### src/rtl/core/bcs_pkg.sv
// ----------------------------------------------------------------------------
// bcs_pkg
// Types, codes and helpers for the B-spline curve sweep core.
// ----------------------------------------------------------------------------
package bcs_pkg;

    localparam int COORD_W    = 16;
    localparam int CURVE_W    = 20;
    localparam int KNOT_W     = 17;
    localparam int ORDER_W    = 4;
    localparam int STEP_W     = 16;
    localparam int CFG_IDX_W  = 2;
    localparam int CFG_DATA_W = 16;
    localparam int MUL_W      = 18;
    localparam int PROD_W     = 36;
    localparam int ACC_W      = 40;
    localparam int SUM_W      = ACC_W + 1;
    localparam int RND_W      = ACC_W - 11;
    localparam int DIV_CNT_W  = 5;

    localparam logic [DIV_CNT_W-1:0] DIV_STEPS = 5'd17;
    localparam logic [KNOT_W-1:0]    Q16_ONE   = 17'h10000;
    localparam int SAT_HI = 524287;
    localparam int SAT_LO = -524288;

    localparam logic [1:0] OP_APPEND = 2'd0;
    localparam logic [1:0] OP_SWEEP  = 2'd1;
    localparam logic [1:0] OP_CLEAR  = 2'd2;

    localparam logic [1:0] ST_OK       = 2'd0;
    localparam logic [1:0] ST_BAD_ARGS = 2'd1;
    localparam logic [1:0] ST_FULL     = 2'd2;

    localparam logic [CFG_IDX_W-1:0] CFG_ORDER     = 2'd0;
    localparam logic [CFG_IDX_W-1:0] CFG_KNOT_MODE = 2'd1;
    localparam logic [CFG_IDX_W-1:0] CFG_STEP_U    = 2'd2;

    typedef struct packed {
        logic [1:0]                op;
        logic signed [COORD_W-1:0] point_x;
        logic signed [COORD_W-1:0] point_y;
    } req_t;

    typedef struct packed {
        logic signed [CURVE_W-1:0] curve_x;
        logic signed [CURVE_W-1:0] curve_y;
        logic [1:0]                status;
        logic                      last;
    } rsp_t;

    // Q24.16 sum to Q16.4, nearest with ties up, saturated
    function automatic logic signed [CURVE_W-1:0] to_q4(input logic signed [ACC_W-1:0] acc);
        logic signed [SUM_W-1:0] sum;
        logic signed [RND_W-1:0] r;
        sum = SUM_W'(acc) + SUM_W'(2048);
        r   = RND_W'(sum >>> 12);
        if (r > RND_W'(SAT_HI))
            r = RND_W'(SAT_HI);
        else if (r < RND_W'(SAT_LO))
            r = RND_W'(SAT_LO);
        return CURVE_W'(r);
    endfunction

endpackage

### src/rtl/core/bspline_curve_sweep_core.sv
// ----------------------------------------------------------------------------
// bspline_curve_sweep_core
// Control point store and Cox-de Boor curve sweep on one shared multiplier
// and one 17-step restoring divider under a small sequencer.
// Sweep: builds the nk+1 knots first, then for each sample the basis
//   triangle and the sum over all points.
// Throughput: one request at a time; busy stays high for the whole sweep.
// One result per strobe cycle; the receiver cannot stall.
// Reset: state and config to defaults, point count cleared; rest is garbage.
// ----------------------------------------------------------------------------
module bspline_curve_sweep_core
    import bcs_pkg::*;
#(
    parameter int MAX_POINTS  = 16,
    parameter int MAX_ORDER   = 8,
    parameter int MAX_SAMPLES = 64
)(
    input  logic                  clk,
    input  logic                  rst_n,
    input  logic                  start,
    output logic                  busy,
    input  req_t                  request,
    input  logic                  cfg_we,
    input  logic [CFG_IDX_W-1:0]  cfg_index,
    input  logic [CFG_DATA_W-1:0] cfg_data,
    output logic                  done,
    output rsp_t                  result
);

    localparam int KD = MAX_POINTS + MAX_ORDER + 1;
    localparam int KW = $clog2(KD);
    localparam int PW = $clog2(MAX_POINTS);
    localparam int CW = $clog2(MAX_POINTS + 1);
    localparam int SW = $clog2(MAX_SAMPLES);

    localparam logic [4:0] S_IDLE  = 5'd0;
    localparam logic [4:0] S_KNOT  = 5'd1;
    localparam logic [4:0] S_DLD   = 5'd2;
    localparam logic [4:0] S_DRUN  = 5'd3;
    localparam logic [4:0] S_CHECK = 5'd4;
    localparam logic [4:0] S_B1    = 5'd5;
    localparam logic [4:0] S_T0    = 5'd6;
    localparam logic [4:0] S_T1    = 5'd7;
    localparam logic [4:0] S_T2    = 5'd8;
    localparam logic [4:0] S_T3    = 5'd9;
    localparam logic [4:0] S_MA    = 5'd10;
    localparam logic [4:0] S_MB    = 5'd11;
    localparam logic [4:0] S_WB    = 5'd12;
    localparam logic [4:0] S_AX    = 5'd13;
    localparam logic [4:0] S_AXA   = 5'd14;
    localparam logic [4:0] S_AY    = 5'd15;
    localparam logic [4:0] S_AYA   = 5'd16;
    localparam logic [4:0] S_OUT   = 5'd17;

    localparam logic [1:0] RET_KNOT = 2'd0;
    localparam logic [1:0] RET_A    = 2'd1;
    localparam logic [1:0] RET_B    = 2'd2;

    logic signed [COORD_W-1:0] ctrl_x_mem [MAX_POINTS];
    logic signed [COORD_W-1:0] ctrl_y_mem [MAX_POINTS];
    logic [KNOT_W-1:0]         knot_mem   [KD];
    logic [KNOT_W-1:0]         basis_mem  [KD];

    logic [4:0]               state_reg, state_next;
    logic [ORDER_W-1:0]       order_reg;
    logic                     mode_reg;
    logic [STEP_W-1:0]        step_reg;
    logic [CW-1:0]            cnt_reg, cnt_next;
    logic [KW-1:0]            idx_reg, idx_next;
    logic [ORDER_W-1:0]       lvl_reg, lvl_next;
    logic [KW-1:0]            nk_reg, nk_next;
    logic [SW-1:0]            smp_reg, smp_next;
    logic [KNOT_W-1:0]        u_reg, u_next;
    logic [KNOT_W-1:0]        ubeg_reg, ubeg_next;
    logic [KNOT_W-1:0]        uend_reg, uend_next;
    logic [KNOT_W-1:0]        ti_reg, ti_next;
    logic [KNOT_W-1:0]        ti1_reg, ti1_next;
    logic [KNOT_W-1:0]        tl_reg, tl_next;
    logic [KNOT_W-1:0]        tr_reg, tr_next;
    logic [KNOT_W-1:0]        bi_reg, bi_next;
    logic [KNOT_W-1:0]        bi1_reg, bi1_next;
    logic [KNOT_W-1:0]        v_reg, v_next;
    logic signed [PROD_W-1:0] prod_reg, prod_next;
    logic [KNOT_W-1:0]        den_reg, den_next;
    logic [KNOT_W-1:0]        rem_reg, rem_next;
    logic [KNOT_W-1:0]        lo_reg, lo_next;
    logic [KNOT_W-1:0]        q_reg, q_next;
    logic [DIV_CNT_W-1:0]     dcnt_reg, dcnt_next;
    logic [1:0]               ret_reg, ret_next;
    logic signed [ACC_W-1:0]  acc_x_reg, acc_x_next;
    logic signed [ACC_W-1:0]  acc_y_reg, acc_y_next;
    logic                     done_reg, done_next;
    rsp_t                     result_reg, result_next;

    logic [KW-1:0]            knot_raddr, basis_raddr, basis_waddr, nk_calc, n_idx;
    logic [KNOT_W-1:0]        knot_rd, basis_rd, knot_wdata, basis_wdata;
    logic                     knot_we, basis_we, ctrl_we, bad_sweep, last_smp;
    logic signed [MUL_W-1:0]  mul_a, mul_b;
    logic signed [PROD_W-1:0] mul_p;
    logic [KNOT_W:0]          trial;
    logic                     ge;

    assign knot_rd  = knot_mem[knot_raddr];
    assign basis_rd = basis_mem[basis_raddr];
    assign mul_p    = mul_a * mul_b;
    assign trial    = {rem_reg, lo_reg[KNOT_W-1]};
    assign ge       = trial >= {1'b0, den_reg};
    assign nk_calc  = KW'(cnt_reg) - KW'(1) + KW'(order_reg);
    assign n_idx    = KW'(cnt_reg) - KW'(1);
    assign last_smp = (smp_reg == SW'(MAX_SAMPLES - 1)) ||
                      ((18'(u_reg) + 18'(step_reg)) > 18'(uend_reg));
    assign bad_sweep = (cnt_reg == '0) || (order_reg == '0) ||
                       (32'(order_reg) > MAX_ORDER) || (CW'(order_reg) > cnt_reg) ||
                       (mode_reg && (nk_calc <= KW'(4)));

    always_comb
    begin
        state_next  = state_reg;
        cnt_next    = cnt_reg;
        idx_next    = idx_reg;
        lvl_next    = lvl_reg;
        nk_next     = nk_reg;
        smp_next    = smp_reg;
        u_next      = u_reg;
        ubeg_next   = ubeg_reg;
        uend_next   = uend_reg;
        ti_next     = ti_reg;
        ti1_next    = ti1_reg;
        tl_next     = tl_reg;
        tr_next     = tr_reg;
        bi_next     = bi_reg;
        bi1_next    = bi1_reg;
        v_next      = v_reg;
        prod_next   = prod_reg;
        den_next    = den_reg;
        rem_next    = rem_reg;
        lo_next     = lo_reg;
        q_next      = q_reg;
        dcnt_next   = dcnt_reg;
        ret_next    = ret_reg;
        acc_x_next  = acc_x_reg;
        acc_y_next  = acc_y_reg;
        done_next   = 1'b0;
        result_next = result_reg;
        knot_raddr  = idx_reg;
        basis_raddr = idx_reg;
        basis_waddr = idx_reg;
        knot_we     = 1'b0;
        knot_wdata  = q_reg;
        basis_we    = 1'b0;
        basis_wdata = v_reg;
        ctrl_we     = 1'b0;
        mul_a       = '0;
        mul_b       = '0;

        unique case (state_reg)
            S_IDLE:
            begin
                if (start)
                begin
                    case (request.op)
                        OP_APPEND:
                        begin
                            if (32'(cnt_reg) >= MAX_POINTS)
                            begin
                                done_next   = 1'b1;
                                result_next = '{curve_x: '0, curve_y: '0,
                                                status: ST_FULL, last: 1'b1};
                            end
                            else
                            begin
                                ctrl_we  = 1'b1;
                                cnt_next = cnt_reg + CW'(1);
                            end
                        end
                        OP_SWEEP:
                        begin
                            if (bad_sweep)
                            begin
                                done_next   = 1'b1;
                                result_next = '{curve_x: '0, curve_y: '0,
                                                status: ST_BAD_ARGS, last: 1'b1};
                            end
                            else
                            begin
                                nk_next    = nk_calc;
                                idx_next   = '0;
                                state_next = S_KNOT;
                            end
                        end
                        OP_CLEAR: cnt_next = '0;
                        default: ;
                    endcase
                end
            end
            S_KNOT:
            begin
                ret_next = RET_KNOT;
                if (!mode_reg)
                begin
                    prod_next  = PROD_W'({idx_reg, 16'h0}) + PROD_W'(nk_reg >> 1);
                    den_next   = KNOT_W'(nk_reg);
                    state_next = S_DLD;
                end
                else if (idx_reg >= KW'(3) && idx_reg <= nk_reg - KW'(2))
                begin
                    prod_next  = PROD_W'({idx_reg - KW'(2), 16'h0}) +
                                 PROD_W'((nk_reg - KW'(4)) >> 1);
                    den_next   = KNOT_W'(nk_reg - KW'(4));
                    state_next = S_DLD;
                end
                else
                begin
                    knot_we    = 1'b1;
                    knot_wdata = (idx_reg < KW'(3)) ? '0 : Q16_ONE;
                    idx_next   = idx_reg + KW'(1);
                    state_next = (idx_reg == nk_reg) ? S_CHECK : S_KNOT;
                end
            end
            S_DLD:
            begin
                rem_next   = {1'b0, prod_reg[32:17]};
                lo_next    = prod_reg[16:0];
                q_next     = '0;
                dcnt_next  = DIV_STEPS;
                state_next = S_DRUN;
            end
            S_DRUN:
            begin
                if (dcnt_reg != '0)
                begin
                    rem_next  = ge ? KNOT_W'(trial - {1'b0, den_reg}) : trial[KNOT_W-1:0];
                    lo_next   = {lo_reg[KNOT_W-2:0], 1'b0};
                    q_next    = {q_reg[KNOT_W-2:0], ge};
                    dcnt_next = dcnt_reg - DIV_CNT_W'(1);
                end
                else
                begin
                    case (ret_reg)
                        RET_KNOT:
                        begin
                            knot_we    = 1'b1;
                            idx_next   = idx_reg + KW'(1);
                            state_next = (idx_reg == nk_reg) ? S_CHECK : S_KNOT;
                        end
                        RET_A:
                        begin
                            v_next     = v_reg + q_reg;
                            state_next = S_MB;
                        end
                        default:
                        begin
                            v_next     = v_reg + q_reg;
                            state_next = S_WB;
                        end
                    endcase
                end
            end
            S_CHECK:
            begin
                if (uend_reg < ubeg_reg)
                begin
                    done_next   = 1'b1;
                    result_next = '{curve_x: '0, curve_y: '0,
                                    status: ST_BAD_ARGS, last: 1'b1};
                    state_next  = S_IDLE;
                end
                else
                begin
                    u_next     = ubeg_reg;
                    smp_next   = '0;
                    idx_next   = '0;
                    state_next = S_B1;
                end
            end
            S_B1:
            begin
                acc_x_next  = '0;
                acc_y_next  = '0;
                ti_next     = knot_rd;
                basis_waddr = idx_reg - KW'(1);
                basis_wdata = (ti_reg <= u_reg && u_reg < knot_rd) ? Q16_ONE : '0;
                basis_we    = (idx_reg != '0);
                if (idx_reg == nk_reg)
                begin
                    idx_next   = '0;
                    lvl_next   = ORDER_W'(2);
                    state_next = (order_reg < ORDER_W'(2)) ? S_AX : S_T0;
                end
                else
                    idx_next = idx_reg + KW'(1);
            end
            S_T0:
            begin
                ti_next    = knot_rd;
                bi_next    = basis_rd;
                state_next = S_T1;
            end
            S_T1:
            begin
                knot_raddr  = idx_reg + KW'(1);
                basis_raddr = idx_reg + KW'(1);
                ti1_next    = knot_rd;
                bi1_next    = basis_rd;
                state_next  = S_T2;
            end
            S_T2:
            begin
                knot_raddr = idx_reg + KW'(lvl_reg) - KW'(1);
                tl_next    = knot_rd;
                state_next = S_T3;
            end
            S_T3:
            begin
                knot_raddr = idx_reg + KW'(lvl_reg);
                tr_next    = knot_rd;
                v_next     = '0;
                state_next = S_MA;
            end
            S_MA:
            begin
                mul_a = {1'b0, bi_reg};
                mul_b = {1'b0, KNOT_W'(u_reg - ti_reg)};
                if (tl_reg != ti_reg && bi_reg != '0)
                begin
                    prod_next  = mul_p;
                    den_next   = tl_reg - ti_reg;
                    ret_next   = RET_A;
                    state_next = S_DLD;
                end
                else
                    state_next = S_MB;
            end
            S_MB:
            begin
                mul_a = {1'b0, bi1_reg};
                mul_b = {1'b0, KNOT_W'(tr_reg - u_reg)};
                if (tr_reg != ti1_reg && bi1_reg != '0)
                begin
                    prod_next  = mul_p;
                    den_next   = tr_reg - ti1_reg;
                    ret_next   = RET_B;
                    state_next = S_DLD;
                end
                else
                    state_next = S_WB;
            end
            S_WB:
            begin
                basis_we = 1'b1;
                if (idx_reg == nk_reg - KW'(lvl_reg))
                begin
                    idx_next = '0;
                    if (lvl_reg == order_reg)
                        state_next = S_AX;
                    else
                    begin
                        lvl_next   = lvl_reg + ORDER_W'(1);
                        state_next = S_T0;
                    end
                end
                else
                begin
                    idx_next   = idx_reg + KW'(1);
                    state_next = S_T0;
                end
            end
            S_AX:
            begin
                mul_a      = MUL_W'(ctrl_x_mem[idx_reg[PW-1:0]]);
                mul_b      = {1'b0, basis_rd};
                prod_next  = mul_p;
                state_next = S_AXA;
            end
            S_AXA:
            begin
                acc_x_next = acc_x_reg + ACC_W'(prod_reg);
                state_next = S_AY;
            end
            S_AY:
            begin
                mul_a      = MUL_W'(ctrl_y_mem[idx_reg[PW-1:0]]);
                mul_b      = {1'b0, basis_rd};
                prod_next  = mul_p;
                state_next = S_AYA;
            end
            S_AYA:
            begin
                acc_y_next = acc_y_reg + ACC_W'(prod_reg);
                if (idx_reg == n_idx)
                    state_next = S_OUT;
                else
                begin
                    idx_next   = idx_reg + KW'(1);
                    state_next = S_AX;
                end
            end
            S_OUT:
            begin
                done_next   = 1'b1;
                result_next = '{curve_x: to_q4(acc_x_reg), curve_y: to_q4(acc_y_reg),
                                status: ST_OK, last: last_smp};
                idx_next    = '0;
                if (last_smp)
                    state_next = S_IDLE;
                else
                begin
                    u_next     = u_reg + KNOT_W'(step_reg);
                    smp_next   = smp_reg + SW'(1);
                    state_next = S_B1;
                end
            end
            default: state_next = S_IDLE;
        endcase

        if (knot_we)
        begin
            if (idx_reg == KW'(order_reg) - KW'(1))
                ubeg_next = knot_wdata;
            if (idx_reg == KW'(cnt_reg))
                uend_next = knot_wdata;
        end
    end

    always_ff @(posedge clk or negedge rst_n)
    begin
        if (!rst_n)
        begin
            state_reg <= S_IDLE;
            order_reg <= ORDER_W'(3);
            mode_reg  <= 1'b0;
            step_reg  <= STEP_W'(1311);
            cnt_reg   <= '0;
            done_reg  <= 1'b0;
            dcnt_reg  <= '0;
        end
        else
        begin
            state_reg <= state_next;
            cnt_reg   <= cnt_next;
            done_reg  <= done_next;
            dcnt_reg  <= dcnt_next;
            if (cfg_we)
            begin
                case (cfg_index)
                    CFG_ORDER:     order_reg <= cfg_data[ORDER_W-1:0];
                    CFG_KNOT_MODE: mode_reg  <= cfg_data[0];
                    CFG_STEP_U:    step_reg  <= cfg_data[STEP_W-1:0];
                    default: ;
                endcase
            end
        end
    end

    always_ff @(posedge clk)
    begin
        idx_reg    <= idx_next;
        lvl_reg    <= lvl_next;
        nk_reg     <= nk_next;
        smp_reg    <= smp_next;
        u_reg      <= u_next;
        ubeg_reg   <= ubeg_next;
        uend_reg   <= uend_next;
        ti_reg     <= ti_next;
        ti1_reg    <= ti1_next;
        tl_reg     <= tl_next;
        tr_reg     <= tr_next;
        bi_reg     <= bi_next;
        bi1_reg    <= bi1_next;
        v_reg      <= v_next;
        prod_reg   <= prod_next;
        den_reg    <= den_next;
        rem_reg    <= rem_next;
        lo_reg     <= lo_next;
        q_reg      <= q_next;
        ret_reg    <= ret_next;
        acc_x_reg  <= acc_x_next;
        acc_y_reg  <= acc_y_next;
        result_reg <= result_next;
        if (ctrl_we)
        begin
            ctrl_x_mem[cnt_reg[PW-1:0]] <= request.point_x;
            ctrl_y_mem[cnt_reg[PW-1:0]] <= request.point_y;
        end
        if (knot_we)
            knot_mem[idx_reg] <= knot_wdata;
        if (basis_we)
            basis_mem[basis_waddr] <= basis_wdata;
    end

    assign busy   = (state_reg != S_IDLE);
    assign done   = done_reg;
    assign result = result_reg;

    a_err_is_last: assert property (@(posedge clk) disable iff (!rst_n)
        done && result.status != ST_OK |-> result.last && result.curve_x == '0)
        else $error("error request not a single final result");

    a_count_bound: assert property (@(posedge clk) disable iff (!rst_n)
        32'(cnt_reg) <= MAX_POINTS)
        else $error("point count beyond store depth");

    a_div_nonzero: assert property (@(posedge clk) disable iff (!rst_n)
        state_reg == S_DRUN |-> den_reg != '0)
        else $error("divider started with zero divisor");

    a_idle_after_last: assert property (@(posedge clk) disable iff (!rst_n)
        done && result.last |-> !busy)
        else $error("busy after final result");

endmodule
### config.mk
export PLATFORM = sky130hd
export DESIGN_NAME = bspline_curve_sweep_core
export DESIGN_NICKNAME = d
export VERILOG_FILES = /design/src/rtl/core/bcs_pkg.sv /design/src/rtl/core/bspline_curve_sweep_core.sv
export SDC_FILE = /design/constraint.sdc
export NUM_CORES = 2
export LEC_CHECK = 0
export BUFFER_PORTS_ARGS = -buffer_cell sky130_fd_sc_hd__buf_2
export CAP_MARGIN = 15
export CORE_MARGIN = 10
export CORE_UTILIZATION = 30
export CTS_BUF_LIST = sky130_fd_sc_hd__clkbuf_8 sky130_fd_sc_hd__clkbuf_16
export CTS_CLUSTER_SIZE = 14
export DETAILED_ROUTE_END_ITERATION = 10
export SLEW_MARGIN = 20
export SYNTH_ARGS = -nofsm -noshare
export SYNTH_HDL_FRONTEND = slang
export SYNTH_SLANG_ARGS = --single-unit
### constraint.sdc
create_clock -name clk -period 12.4 [get_ports clk]
set_input_delay 1.86 -clock clk [delete_from_list [all_inputs] [get_ports clk]]
set_output_delay 1.86 -clock clk [all_outputs]
set_load 0.01 [all_outputs]
# Yosys cells after proc, flatten, opt, wreduce, memory -nomap -nowiden
# Memory sizes are Yosys's and may differ from the RTL's. A register that Yosys moved wholly into a read port is not among the register bits.
# Cells that the tools add are included.
# totals
mem_bits_rw	1362
mem_count	4
output_inout_bits	45
word_cells	305
inputBits	56
reg_bits	456
# memory_table
memory	words	word_bits	rd	rd_clocked_by_memory_dff	write_ports	line_no	source
basis_mem	25	17	1	0	1	bspline_curve_sweep_core.sv:62	logic [KNOT_W-1:0] basis_mem [KD];
knot_mem	25	17	1	0	1	bspline_curve_sweep_core.sv:61	logic [KNOT_W-1:0] knot_mem [KD];
ctrl_x_mem	16	16	1	1	1	bspline_curve_sweep_core.sv:59	logic signed [COORD_W-1:0] ctrl_x_mem [MAX_POINTS];
ctrl_y_mem	16	16	1	1	1	bspline_curve_sweep_core.sv:60	logic signed [COORD_W-1:0] ctrl_y_mem [MAX_POINTS];
# op_classes
n_reduce_logical	51
n_bitwise	1
n_lt_le_gt_ge	17
eq_ne	54
add_sub_neg	30
n_mux	114
mul	1
# op_table
cell	n
17-bit two-way mux	18
43-bit two-way mux	4
17-bit case mux with 2 select lines	5
40-bit case mux with 2 select lines	2
36-bit two-way mux	4
36-bit case mux with 4 select lines	1
43-bit case mux with 3 select lines	1
5-bit two-way mux	22
17-bit case mux with 3 select lines	2
5-bit case mux with 18 select lines	1
43-bit case mux with 2 select lines	1
17-bit subtractor	5
40-bit by 13-bit adder with 41-bit output (second input constant)	2
40-bit by 36-bit adder with 40-bit output	2
20-bit two-way mux	4
18-bit case mux with 4 select lines	1
29-bit by 20-bit greater-than comparator with 1-bit output (second input constant)	2
29-bit by 20-bit < comparator with 1-bit output (second input constant)	2
5-bit by 4-bit equality test with 1-bit output (second input constant)	8
5-bit case mux with 8 select lines	1
21-bit by 35-bit adder with 36-bit output	1
18-bit by 18-bit multiplier with 36-bit output	1
4-bit two-way mux	9
2-bit != test (second input constant)	18
other kinds (68)	151

# Depth between registers and ports, before layout
# logic_depth
depth_word	10
ltp_mapped	38
mapped_depth_nobuf	34

# Worst setup path before layout
# No wires, ideal clock.
# synth_path
kind	flip-flop to flip-flop
from	register state_reg[0]
to	register prod_reg[32] (data pin)
setup_slack_ns	1.916
arrival_ns	10.228
stages_incl_launch_ff	36
synth_period_minus_slack_ns	10.484
path_buffers	7
setup_ns	0.256
required_time_ns	12.144
path_cell_list	dfrtp_1 -> buf_2 -> and2_1 -> buf_2 -> nand2_1 -> inv_1 -> ha_1 -> clkbuf_1 -> buf_2 -> buf_2 -> buf_2 -> mux4_2 -> mux4_2 -> a21oi_2 -> buf_2 -> o22ai_1 -> fa_1 -> inv_1 -> fa_1 -> fa_1 -> inv_1 -> fa_1 -> fa_1 -> inv_1 -> fa_1 -> inv_1 -> ha_1 -> a21o_1 -> or3_1 -> a31o_2 -> and3_1 -> nor3_1 -> nor3_1 -> o31a_1 -> or3_1 -> a31o_2
# synth_via
elab_chain_cells	7
elab_cells_between_ends	15
classes_between	mul (1); eq/ne (6); mux (6); reduce/logical (1); memory (1)
# synth_rtl
element	line_no	source
from (decl)	bspline_curve_sweep_core.sv:64	logic [4:0] state_reg, state_next;
from (signal assigned)	bspline_curve_sweep_core.sv:439	state_reg <= state_next;
5-bit by 3-bit equality test with 1-bit output	bspline_curve_sweep_core.sv:156	unique case (state_reg)
5-bit two-way mux	bspline_curve_sweep_core.sv:156	
memory read 25 x 17 bit	n/a	
17-bit case mux with 3 select lines	bspline_curve_sweep_core.sv:156	
18-bit by 18-bit multiplier with 36-bit output	bspline_curve_sweep_core.sv:105	assign mul_p = mul_a * mul_b;
36-bit two-way mux, on equally long branches	bspline_curve_sweep_core.sv:338, bspline_curve_sweep_core.sv:324	
36-bit case mux with 4 select lines *	bspline_curve_sweep_core.sv:156	
net prod_next[32]	bspline_curve_sweep_core.sv:83	logic signed [PROD_W-1:0] prod_reg, prod_next;
to (signal assigned)	bspline_curve_sweep_core.sv:471	prod_reg <= prod_next;
to (decl)	bspline_curve_sweep_core.sv:83	
# Mark *: on every way through the listed nets, which the timed path passes. The rest lies on a longest branch. The select of a mux whose other input is x is not followed.
# A chain may end at the register's enable or synchronous reset.

# Worst setup path after layout
# layout_path
from	register state_reg[3]
to	register prod_reg[32] (data pin)
# Same word-level chain as after synthesis.

==> results.py <==
metrics = {
    "setup_path": {
        "worstPathMaxFanout": 44,
        "cpMostUsedCell": "fa_1",
        "criticalPathCategory": "reg -> reg",
        "worstSetupStartpoint": "state_reg[3]",
        "slowest_delay_ns": 0.77,
        "reg2reg_from": "state_reg[3]",
        "crit_path_end_kind": "flop",
        "arrival_ns": 11.36,
        "critical_path_required_ns": 12.94,
        "start_kind": "flop",
        "cp_slowest_cell": "a21oi_1",
    },
    "route": {
        "drcViolationCount": 0,
        "final_antenna_net_count": 0,
        "routed.top_layer": "met5",
        "drt_first_pass_iters": 7,
        "drt-initial-drc-count": 6515,
        "vias": 63100,
        "drt_wl_total_um": 280000,
        "dr_wl_met2_um": 126000,
        "wire_per_inst_um": 23.3,
        "drt-met1-wl_um": 123000,
        "route.met3.wl_um": 21900,
        "avgViaCountPerCell": 5.25,
    },
    "logic_synthesis": {
        "synth_cells": 7409,
        "synth_area_um2": 96900,
        "syn-num-nets": 8179,
        "synth_top_area_cell": "edfxtp_1",
        "synth_async_sr_flop_share_pct": 2.03,
        "synthFlopType": "edfxtp_1",
        "ys_warn_count": 0,
        "syn_avg_cell_area_um2": 13.1,
        "synth.area.top_cells": "edfxtp_1, fa_1, mux4_2, ha_1, nand2_1",
        "synth.top_cell.area_share_pct": 55.2,
        "synth_edf_count": 1781,
        "ys_ff_latch": 1822,
        "synth.distinct_cells": 101,
        "ys_seq_area_share_pct": 56.2,
    },
    "die": {
        "placementRows": 208,
        "die_w_um": 588,
        "initial_core_util_pct": 30.2,
        "die_y_um": 588,
        "dieArea_um2": 346000,
        "core_area_um2": 321000,
        "ioPinCount": 101,
    },
    "clock_tree": {
        "cts-buffers-inserted": 188,
        "numClockSinks": 1822,
        "post_cts_buffers": 0,
        "path_clk_slew_ns": 0.07,
        "clockBufferDepth": 4,
        "insertion_delay_ns": 0.92,
        "ctsHoldBuffers": 0,
        "cts_tree": "yes",
        "ctsResizeCount": 0,
        "cts_root_buf": "clkbuf_16",
        "htree_levels": 4,
    },
    "sta": {
        "finClkSkew_ns": 0.153,
        "slew_headroom_pct": 21.3,
        "min_period_over_period_pct": 87.2,
        "fin_setup_tns_ns": 0,
        "hold_viol": 0,
        "hold_ws_ns": 0.431,
        "fin_crit_ns": 10.81,
        "rsz0062_at_grt": "no",
        "fmax_mhz": 92.5,
        "setup_viol": 0,
        "tightest_slew_ns": 1.15,
        "maxSlewViolCount": 0,
    },
    "flow_run": {
        "drv_cap": 0,
    },
    "finish": {
        "reg.largest.list": "basis_mem: 425 flops, knot_mem: 425 flops",
        "finalNonFillerCells": 12000,
        "area_delta_synth_final_pct": 12.6,
        "nets": 8343,
        "fill_cells": 31200,
        "multi_input_area_um2": 39300,
        "regArea_um2": 54500,
        "drive_gt1_share_pct": 12.6,
    },
    "global_routing": {
        "grt_start_max_net_pins": 174,
        "grt_pass1_vias": 62400,
        "grt_pass1_wl_um": 412000,
        "overflow": 0,
        "antenna_found_initial": 16,
        "grt_use_total_pct": 15.4,
    },
    "hold_path": {
        "min-delay-start": "lo_reg[9]",
        "hold_path_class": "reg -> reg",
    },
    "place": {
        "gp_congestion": 0.937,
        "dpl.hpwl_um": 189000,
        "port_buffers": 100,
        "dp.cells": 11700,
    },
    "power_and_ir_drop": {
        "p_leak_nw": 40.2,
        "ir_worst_vdd_mv": 0.261,
        "power_per_cell_area_nw_per_um2": 184,
    },
    "status": {
        "status": "completed",
    },
}
[final cells by class]
class	instances	area share (%)
well taps	4305	4.94
repair buffers	279	1.74
flip-flops and latches	1822	50.0
clock buffers	193	4.39
clock inverters	136	0.812
inverters	609	2.09
multi-input cells	4673	36.1
diodes	8	0.0183
[power breakdown]
part / switching [mW] / internal (mW) / total (mW)
clock network: 2.37 / 2.96 / 5.33
registers: 0.352 / 7.47 / 7.82
logic: 4.43 / 2.53 / 6.96
[Yosys cell counts, types with 58 or more instances]
master and instances:
nand2b_1 58, o21ai_0 257, ha_1 390, inv_1 597, xnor2_1 151, mux4_2 247
nor2b_1 60, clkbuf_1 199, xor2_1 113, a21oi_1 273, and3_1 116, edfxtp_1 1781
nor3_1 88, nor2_1 371, nand2_1 859, nand3_1 198, a311oi_1 83, fa_1 324
mux2i_1 109, a21o_1 120
[layout by cell type, fill, tap and decap left out, types with 49 or more instances in the layout]
master / instances
edfxtp_1: 1781
nand3_1: 197
mux2_2: 49
xor2_1: 113
a311oi_1: 82
buf_4: 175
buf_2: 100
o22ai_1: 55
nor2_1: 329
and2_1: 57
nand2_1: 854
nand4_1: 50
a21oi_1: 271
o21ai_0: 253
a21o_1: 120
inv_1: 644
ha_1: 389
nand2b_1: 58
fa_1: 324
nor3_1: 79
mux4_2: 247
mux2i_1: 108
and3_1: 115
clkbuf_16: 190
xnor2_1: 149
[worst max-delay path, delay by kind of cell, from the launching register on]
kind | cells | cell delay [ns]
adders and majority gates | 8 | 4.14
and+or+nand+nor | 9 | 2.12
AOI/OAI and AO/OA | 7 | 2.10
buffers and inverters | 6 | 0.99
DFF | 1 | 0.56
muxes | 1 | 0.52
[routing by layer]
layer	global-route usage, %	up-vias
met3	2.80	458
met5	0	-
met1	22.1	32300
met2	24.1	2506
met4	4.34	18
li1	-	27800
[metrics by stage]
| stage | cell area (um^2) | power (mW) | setup WS, ns | utilization [%] |
|---|---|---|---|---|
| after CTS | 109000 | 20.2 | 1.58 | 33.9 |
| after detailed placement | 103000 | 14.8 | 1.63 | 32.2 |
| after floorplan | 96900 | 12.4 | 1.92 | - |
| final | 109000 | 20.1 | 1.59 | 34.0 |
| after global placement | 103000 | 14.7 | 1.85 | 32.2 |
| after global routing | 109000 | 21.0 | 0.969 | 33.9 |
[path summary, 6_finish.rpt]
path                                end  depth (start not counted)  slack (ns)
min in group asynchronous   step_reg[6]                          2        1.10
setup reg to reg           prod_reg[32]                         31        1.59
hold reg to reg              lo_reg[10]                          2        0.43
max in group asynchronous    cnt_reg[0]                          2       10.83
setup / recovery           prod_reg[32]                         31        1.59
hold / removal               lo_reg[10]                          2        0.43
[cells by family (layout without fill, tap and decap cells)]
group	count (synthesis)	in the layout	synth area share [%]
buffers and inverters	914	1217	3.70
multiplexers	406	406	7.45
AND/OR/NAND/NOR	2018	2018	9.66
XOR/XNOR	265	265	2.40
flip-flops	1822	1822	56.2
adder cells (fa/ha/maj)	714	714	11.7
other	0	8	0
AO/OA/AOI/OAI	1270	1270	8.82
(Power assumes the default switching activity.)
